## config.mk

```make
export PLATFORM = sky130hd
export DESIGN_NAME = gf256_packed_share_encode_decode
export DESIGN_NICKNAME = d
export VERILOG_FILES = /design/src/design/gfpse_pkg.sv /design/src/design/gfpse_lane.sv /design/src/design/gfpse_merge.sv /design/src/design/gf256_packed_share_encode_decode.sv
export SDC_FILE = /design/constraint.sdc
export NUM_CORES = 1
export LEC_CHECK = 0
export ABC_CLOCK_PERIOD_IN_PS = 800
export BUFFER_PORTS_ARGS = -buffer_cell sky130_fd_sc_hd__buf_4
export CAP_MARGIN = 20
export CORE_ASPECT_RATIO = 0.6
export CORE_MARGIN = 2
export CORE_UTILIZATION = 55
export CTS_CLUSTER_DIAMETER = 200
export DETAILED_ROUTE_END_ITERATION = 10
export PLACE_DENSITY = 0.74
export SLEW_MARGIN = 30
export SYNTH_ARGS = -nofsm -noshare
export SYNTH_HDL_FRONTEND = slang
export SYNTH_SLANG_ARGS = --single-unit
```

## constraint.sdc

```tcl
create_clock -name clk_i -period 0.8 [get_ports clk_i]
set_input_delay 0.12 -clock clk_i [delete_from_list [all_inputs] [get_ports clk_i]]
set_output_delay 0.12 -clock clk_i [all_outputs]
set_load 0.01 [all_outputs]
```

## src/design/gfpse_pkg.sv

```systemverilog
// ----------------------------------------------------------------------------
// gfpse_pkg: shared types and tables for the GF(2^8) packed sharing engine
// Field arithmetic over the AES field (x^8+x^4+x^3+x+1), the fixed
// encoding, decoding and zero-encoding coefficient tables, and the
// per-lane coefficient select.
// ----------------------------------------------------------------------------
package gfpse_pkg;

  localparam int NUM_PARTIES = 7;
  localparam int NUM_PROBES  = 3;
  localparam int NUM_SECRETS = 3;
  localparam int NUM_POINTS  = NUM_PROBES + 1;

  // Operation codes
  localparam logic [1:0] OP_SHARE = 2'd0;
  localparam logic [1:0] OP_RECON = 2'd1;
  localparam logic [1:0] OP_ZENC  = 2'd2;
  localparam logic [1:0] OP_NONE  = 2'd3;

  // Low byte of the reduction polynomial
  localparam logic [7:0] GF_POLY_LO = 8'h1B;

  typedef logic [7:0] byte_t;
  typedef logic [NUM_PARTIES-1:0][7:0] vec_t;

  // Control word travelling with the lane products
  typedef struct packed {
    logic       valid;
  } ctl_t;

  localparam byte_t ENC_MAT [0:NUM_POINTS-1][0:NUM_PARTIES-1] = '{
    '{8'hA5, 8'hF5, 8'h02, 8'h2C, 8'hDC, 8'h86, 8'h24},
    '{8'hF5, 8'h07, 8'h04, 8'h62, 8'h68, 8'h84, 8'h78},
    '{8'h02, 8'h04, 8'h6E, 8'h44, 8'h21, 8'h58, 8'h55},
    '{8'h53, 8'hF7, 8'h69, 8'h0B, 8'h94, 8'h5B, 8'h08}
  };

  localparam byte_t DEC_MAT [0:NUM_PARTIES-1][0:NUM_POINTS-1] = '{
    '{8'hE0, 8'h0F, 8'h02, 8'h9C},
    '{8'h77, 8'hE7, 8'h92, 8'h85},
    '{8'hA5, 8'h2C, 8'h38, 8'h7B},
    '{8'h55, 8'h4F, 8'h74, 8'hA8},
    '{8'h4A, 8'h41, 8'h78, 8'hAC},
    '{8'h8E, 8'hE4, 8'h53, 8'hA7},
    '{8'hA2, 8'h2F, 8'hF6, 8'hC0}
  };

  localparam byte_t ZENC_VEC [0:NUM_PARTIES-1] = '{
    8'h01, 8'h8C, 8'hB8, 8'h4F, 8'hB1, 8'h0B, 8'h0A
  };

  // GF(2^8) product, shift-and-add with reduction per step
  function automatic byte_t gf_mul(input byte_t a, input byte_t b);
    byte_t x;
    byte_t acc;
    x   = a;
    acc = 8'h00;
    for (int i = 0; i < 8; i++) begin
      if (b[i]) acc = acc ^ x;
      x = {x[6:0], 1'b0} ^ (x[7] ? GF_POLY_LO : 8'h00);
    end
    return acc;
  endfunction

  // Coefficient applied to input byte j for output lane l; zero where the
  // operation does not use that input or lane (also for the unused code)
  function automatic byte_t coef_sel(input logic [1:0] op, input int l, input int j);
    byte_t c;
    c = 8'h00;
    case (op)
      OP_SHARE: begin
        if (j < NUM_POINTS) c = ENC_MAT[j][l];
      end
      OP_RECON: begin
        if (l < NUM_SECRETS) c = DEC_MAT[j][l];
      end
      OP_ZENC: begin
        if (j == 0) c = ZENC_VEC[l];
      end
      default: begin
        c = 8'h00;
      end
    endcase
    return c;
  endfunction

endpackage

```

## src/design/gfpse_lane.sv

```systemverilog
// ----------------------------------------------------------------------------
// gfpse_lane: one output column of the sharing engine
// Multiplies each of the seven input bytes by its selected coefficient.
// ----------------------------------------------------------------------------
module gfpse_lane (
  input  gfpse_pkg::vec_t vals_i,
  input  gfpse_pkg::vec_t coefs_i,
  output gfpse_pkg::vec_t prods_o
);

  // One field multiplier per input byte
  always_comb begin
    for (int j = 0; j < gfpse_pkg::NUM_PARTIES; j++) begin
      prods_o[j] = gfpse_pkg::gf_mul(vals_i[j], coefs_i[j]);
    end
  end

endmodule

```

## src/design/gfpse_merge.sv

```systemverilog
// ----------------------------------------------------------------------------
// gfpse_merge: lane merge and result register
// XOR-reduces each lane's products into its output byte and registers the
// result word together with its strobe.
// ----------------------------------------------------------------------------
module gfpse_merge (
  input  logic             clk_i,
  input  logic             rst_ni,
  input  gfpse_pkg::ctl_t  ctl_i,
  input  gfpse_pkg::vec_t  prods_i [gfpse_pkg::NUM_PARTIES],
  output logic             done_o,
  output gfpse_pkg::vec_t  result_o
);

  logic            valid_q;
  gfpse_pkg::vec_t result_d, result_q;

  // XOR sum per lane
  always_comb begin
    for (int l = 0; l < gfpse_pkg::NUM_PARTIES; l++) begin
      result_d[l] = 8'h00;
      for (int j = 0; j < gfpse_pkg::NUM_PARTIES; j++) begin
        result_d[l] = result_d[l] ^ prods_i[l][j];
      end
    end
  end

  // Strobe register
  always_ff @(posedge clk_i or negedge rst_ni) begin
    if (!rst_ni) begin
      valid_q <= 1'b0;
    end else begin
      valid_q <= ctl_i.valid;
    end
  end

  // Result word register, loaded on accepted words only
  always_ff @(posedge clk_i) begin
    if (ctl_i.valid) begin
      result_q <= result_d;
    end
  end

  assign done_o   = valid_q;
  assign result_o = result_q;

endmodule

```

## src/design/gf256_packed_share_encode_decode.sv

```systemverilog
// ----------------------------------------------------------------------------
// gf256_packed_share_encode_decode: packed secret sharing over GF(2^8)
// Timing: result and done_o are registered; a word accepted at an edge shows
//   its result with done_o for exactly one cycle, in the cycle after that edge.
// Throughput: one word per cycle, set by the single merge register stage;
//   busy stays low, the receiver cannot stall.
// Reset: asynchronous active low, clears the result strobe only.
// ----------------------------------------------------------------------------
module gf256_packed_share_encode_decode (
  input  logic       clk_i,
  input  logic       rst_ni,
  input  logic       start,
  output logic       busy,
  input  logic [1:0] operation_i,
  input  logic [7:0] in_0_i,
  input  logic [7:0] in_1_i,
  input  logic [7:0] in_2_i,
  input  logic [7:0] in_3_i,
  input  logic [7:0] in_4_i,
  input  logic [7:0] in_5_i,
  input  logic [7:0] in_6_i,
  output logic       done_o,
  output logic [7:0] out_0_o,
  output logic [7:0] out_1_o,
  output logic [7:0] out_2_o,
  output logic [7:0] out_3_o,
  output logic [7:0] out_4_o,
  output logic [7:0] out_5_o,
  output logic [7:0] out_6_o
);

  gfpse_pkg::vec_t vals;
  gfpse_pkg::vec_t coefs [gfpse_pkg::NUM_PARTIES];
  gfpse_pkg::vec_t prods [gfpse_pkg::NUM_PARTIES];
  gfpse_pkg::vec_t result;
  gfpse_pkg::ctl_t ctl;

  // No back-pressure anywhere
  assign busy = 1'b0;

  assign vals = {in_6_i, in_5_i, in_4_i, in_3_i, in_2_i, in_1_i, in_0_i};

  assign ctl.valid = start & ~busy;

  // Lanes: one per output byte
  for (genvar l = 0; l < gfpse_pkg::NUM_PARTIES; l++) begin : g_lane
    always_comb begin
      for (int j = 0; j < gfpse_pkg::NUM_PARTIES; j++) begin
        coefs[l][j] = gfpse_pkg::coef_sel(operation_i, l, j);
      end
    end

    gfpse_lane u_lane (
      .vals_i  (vals),
      .coefs_i (coefs[l]),
      .prods_o (prods[l])
    );
  end

  gfpse_merge u_merge (
    .clk_i    (clk_i),
    .rst_ni   (rst_ni),
    .ctl_i    (ctl),
    .prods_i  (prods),
    .done_o   (done_o),
    .result_o (result)
  );

  assign out_0_o = result[0];
  assign out_1_o = result[1];
  assign out_2_o = result[2];
  assign out_3_o = result[3];
  assign out_4_o = result[4];
  assign out_5_o = result[5];
  assign out_6_o = result[6];

  // Each accepted word yields exactly one strobe, in the next cycle
  a_one_result: assert property (@(posedge clk_i) disable iff (!rst_ni)
    (start && !busy) |=> done_o)
    else $error("accepted word produced no result strobe");

  a_no_spurious: assert property (@(posedge clk_i) disable iff (!rst_ni)
    !(start && !busy) |=> !done_o)
    else $error("result strobe without an accepted word");

  // Reconstruct leaves the share-only outputs at zero
  a_recon_zero: assert property (@(posedge clk_i) disable iff (!rst_ni)
    (start && operation_i == gfpse_pkg::OP_RECON) |=>
      (out_3_o == 8'h00 && out_4_o == 8'h00 && out_5_o == 8'h00 && out_6_o == 8'h00))
    else $error("reconstruct left nonzero share outputs");

  // Zero encode passes the random byte through in share 0
  a_zenc_pass: assert property (@(posedge clk_i) disable iff (!rst_ni)
    (start && operation_i == gfpse_pkg::OP_ZENC) |=> (out_0_o == $past(in_0_i)))
    else $error("zero encode share 0 differs from random byte");

  // The unused selector gives an all-zero word
  a_nop_zero: assert property (@(posedge clk_i) disable iff (!rst_ni)
    (start && operation_i == gfpse_pkg::OP_NONE) |=> (result == '0))
    else $error("unused selector produced nonzero result");

endmodule

```

==> results.py, run 1 <==
metrics = {
    "outcome": {
        "tool.error": "[ERROR DPL-0038] Utilization greater than 100%, impossible to legalize",
        "status": "aborted with a tool error",
        "haltStage": "clock tree synthesis",
    },
    "cts": {
        "postCtsSetupRepairBufs": 152,
        "cts_inserted_buffers": 9,
        "cts_resized": 617,
        "root_buffer": "clkbuf_16",
        "h-tree-depth": 3,
        "cts_buffer_depth": 2,
        "ctsHoldBuffers": 1,
        "cts.sinks": 57,
    },
    "logic_synthesis": {
        "syn_inst": 1638,
        "yosysTopAreaCell": "xnor2_1",
        "yosysTopAreaCellShare_pct": 40.5,
        "synth_edf_count": 56,
        "ys_ff_latch": 57,
        "syn-cell-area_um2": 13900,
        "syn-num-nets": 1705,
        "seq_area_frac_synth_pct": 12.3,
        "async_flop_share_pct": 1.75,
        "ys.warnings.count": 0,
        "synthTopCellsByArea": "xnor2_1 (40%), xor2_1 (14%), edfxtp_1 (12%), nand2_1 (4.7%), xnor3_1 (4.5%)",
        "avgSynthCellArea_um2": 8.48,
        "synthDistinctLibCells": 61,
        "synthFlopType": "edfxtp_1",
    },
    "placement": {
        "dpl.hpwl_um": 56000,
        "routabilityCongestion": 1.15,
        "numPortBuffers": 117,
    },
    "floorplanning": {
        "die_w_um": 209,
        "rows": 44,
        "pin_count": 119,
        "start_util_pct": 56.7,
        "die_h_um": 127,
    },
}
per-stage QoR:
step	setup WS (ns)	utilization, %	setup TNS, ns	std cells	area [µm²]
2_1_floorplan	-1.46	-	-68.25	1638	15800
3_3_place_gp	-1.87	84.5	-89.19	2539	20700
3_5_place_dp	-2.03	84.5	-92.01	2539	20700
cells by family after synthesis:
family	synth area share, %
XOR/XNOR	64.2
AND/OR/NAND/NOR	9.25
AO/OA/AOI/OAI	8.41
buffers and inverters	4.15
flip-flops	12.3
multiplexers	1.10
adder cells (fa/ha/maj)	0.540
other	0.0270
Yosys cell counts (2+ instances only):
cell       instances
nor2b_1            9
buf_2             35
a31oi_1            5
edfxtp_1          56
o22ai_1           12
mux2i_1           13
xnor2_2           14
or3_1              2
and2_1             3
or2_1              2
buf_1             20
xor2_4             3
a32oi_1            6
o21ai_1           20
nand2b_1           6
xor3_1            10
a211oi_1           6
a22oi_1           36
a22o_1             5
o2bb2ai_1          2
o211ai_1           4
inv_1              7
clkbuf_1          66
nand4_1            2
a21oi_1           48
nor2_1            80
nand3_1           16
ha_1               6
nor3_1            10
xnor2_1          642
xnor3_1           28
buf_4              6
xor2_2             8
nand2_1          174
o32ai_1            4
a311oi_1           2
xnor2_4            2
and4_1             2
o21ai_0           24
xor2_1           221
==> run 2: changes to the inputs <==
--- a/config.mk
+++ b/config.mk
@@ -8,12 +8,10 @@
 export ABC_CLOCK_PERIOD_IN_PS = 800
 export BUFFER_PORTS_ARGS = -buffer_cell sky130_fd_sc_hd__buf_4
 export CAP_MARGIN = 20
-export CORE_ASPECT_RATIO = 0.6
 export CORE_MARGIN = 2
-export CORE_UTILIZATION = 55
-export CTS_CLUSTER_DIAMETER = 200
+export CORE_UTILIZATION = 40
 export DETAILED_ROUTE_END_ITERATION = 10
-export PLACE_DENSITY = 0.74
+export PLACE_DENSITY_LB_ADDON = 0.15
 export SLEW_MARGIN = 30
 export SYNTH_ARGS = -nofsm -noshare
 export SYNTH_HDL_FRONTEND = slang
==> results.py, run 2 <==
metrics = {
    "logic_synthesis": {
        "syn-cell-area_um2": 13900,
        "syn_inst": 1638,
        "yosysTopAreaCellShare_pct": 40.5,
        "yosysMostFrequentCell": "xnor2_1",
        "yosysTopAreaCell": "xnor2_1",
        "ys.warnings.count": 0,
        "avgSynthCellArea_um2": 8.48,
        "syn-num-nets": 1705,
        "synthDistinctLibCells": 61,
        "synthFlopType": "edfxtp_1",
        "synth_edf_count": 56,
        "async_flop_share_pct": 1.75,
        "synthTopCellsByArea": "xnor2_1 (40%), xor2_1 (14%), edfxtp_1 (12%), nand2_1 (4.7%), xnor3_1 (4.5%)",
        "ys_ff_latch": 57,
        "synth_commonest_cells": "xnor2_1 (642), xor2_1 (221), nand2_1 (174)",
        "seq_area_frac_synth_pct": 12.3,
    },
    "timing": {
        "max_freq_ghz": 0.452,
        "worst_pin_slew_ns": 0.675,
        "fin_setup_tns_ns": -78.66,
        "setup_slack_ns": -1.41,
        "setup_viol": 113,
        "slew_headroom_pct": 54.7,
        "hold_violations": 0,
        "layout_min_cycle_time_ns": 2.21,
        "period_share_pct": 276,
        "rsz0062_at_grt": "true",
        "finalMaxSlewViolations": 0,
    },
    "worst_setup_path": {
        "slowest_stage": "xor2_1",
        "end_kind": "flip-flop",
        "cp-start-kind": "input port",
        "critPathKind": "input port to flip-flop",
        "crit_buf_inv": 6,
        "cpPeakStageDelay_ns": 0.36,
        "cp.arrival_ns": 2.32,
        "worstPathCellList": "buf_8 > clkinvlp_4 > buf_6 > ha_4 > inv_1 > buf_4 > o32ai_1 > buf_4 > xor2_1 > or2_1 > a21oi_1 > a221o_1",
        "crit_path_max_fanout": 5,
        "crit_required_ns": 0.91,
        "critPathTopFamily": "buffers and inverters",
        "crit_top_cell": "buf_4",
    },
    "finish": {
        "final_core_util_pct": 81.1,
        "design_area_um2": 27900,
        "antenna_cells": 0,
        "final_common_cell": "buf_4",
        "final_layout_size_suffix_gt1_share_pct": 59.1,
        "final_nets": 2448,
        "stdcell_count": 2841,
        "final_cell_mix": "buf_4 (536), xnor2_1 (370), buf_6 (210)",
        "largest_reg_flops": 56,
        "areaGrowthSynthToFinish_pct": 101,
    },
    "placement": {
        "place_area_um2": 21000,
        "dpl.hpwl_um": 57000,
        "numPortBuffers": 117,
        "routabilityCongestion": 1.08,
        "placed_cells": 2687,
    },
    "cts": {
        "cts_inserted_buffers": 9,
        "cts_tree": "done",
        "cts.clk_slew.worst_paths_ns": 0.06,
        "cts.sinks": 57,
        "h-tree-depth": 3,
        "cts_buffer_depth": 2,
        "root_buffer": "clkbuf_16",
    },
    "grt": {
        "overflow": 0,
        "grt_pass1_vias": 14900,
        "grt_usage_pct": 39.4,
        "grt_max_degree": 31,
        "antenna_found_initial": 2,
        "grt_pass1_wl_um": 101000,
    },
    "floorplanning": {
        "die_w_um": 190,
        "die_h_um": 190,
        "rows": 68,
        "coreArea_um2": 34400,
        "pin_count": 119,
        "start_util_pct": 40.4,
        "dieArea_um2": 36200,
    },
    "drt": {
        "wire_per_inst_um": 27.4,
        "drc": 0,
        "drt-initial-drc-count": 1668,
        "num_vias": 15500,
        "wl_um": 77900,
        "dr.pass1.iters": 5,
        "drtAntennaViolNets": 0,
        "viasPerCell": 5.47,
    },
    "hold_path": {
        "hp-class": "input port to async pin",
    },
    "run": {
        "maxCapViolCount": 0,
    },
    "pwr": {
        "powerDensity_nw_per_um2": 2280,
        "leakage_uw": 0.0116,
        "p_total_uw": 63500,
        "vdd_drop_max_v": 0.00180,
    },
    "outcome": {
        "status": "finished, violations left",
        "violations": "negative setup slack",
    },
}
-- run 2: cell counts after synthesis --
Identical to the previous run, type by type.
-- run 2: final cells by class --
class                   count  area (µm²)
flip-flops and latches     57        1710
well taps                 455         569
multi-input cells        1445       16800
fillers                  1995        6500
clock inverters             6        67.6
inverters                   9        51.3
repair buffers            859        8470
clock buffers              10         229
-- run 2: cells by family (layout without fill, tap and decap cells) --
family	Yosys count	after routing	synth area share, %
multiplexers	15	15	1.10
XOR/XNOR	928	928	64.2
flip-flops	57	57	12.3
adder cells (fa/ha/maj)	6	6	0.540
AO/OA/AOI/OAI	184	184	8.41
other	1	1	0.0270
AND/OR/NAND/NOR	311	311	9.25
buffers and inverters	136	884	4.15
-- run 2: final timing paths --
path	end	startpoint	depth (start not counted)	slack (ns)
max	u_merge.result_o[29]$_DFFE_PP_	operation_i[0]	12	-1.41
min	u_merge.done_o$_DFF_PN0_	rst_ni	2	0.09
max in group asynchronous	u_merge.done_o$_DFF_PN0_	rst_ni	2	0.63
min in group clk_i	u_merge.done_o$_DFF_PN0_	start	2	0.21
-- run 2: report_power, final --
group          leakage, µW  internal [µW]  switching [µW]  total [µW]
Sequential        0.000555           4970             561        5540
Clock             0.000139           2420            1610        4030
Combinational       0.0109          28300           25700       53900
Total               0.0116          35700           27800       63500
-- run 2: stage by stage --
stage / hold WS (ns) / setup WS, ns
2_1_floorplan: -0.176 / -1.46
3_3_place_gp: -0.105 / -2.06
3_5_place_dp: -0.103 / -2.08
4_1_cts: 0.0730 / -1.31
5_1_grt: 0.100 / -1.44
6_report: 0.0896 / -1.41
-- run 2: timing repair --
action,4_1_cts,5_1_grt
hold buffers,1,0
buffers inserted,118,71
pin swaps,297,265
endpoints found under the hold margin,1,0
setup endpoints to repair,113,113
gates resized for setup,547,360
-- run 2: layer usage --
metal	share of wire (%)	track usage, %	vias up
met3	8.8	5.93	289
met5	0.017	0	-
met1	38	51.9	7601
met2	45	62.1	923
li1	-	-	6720
met4	7.6	21.4	2
(Power assumes the default switching activity.)
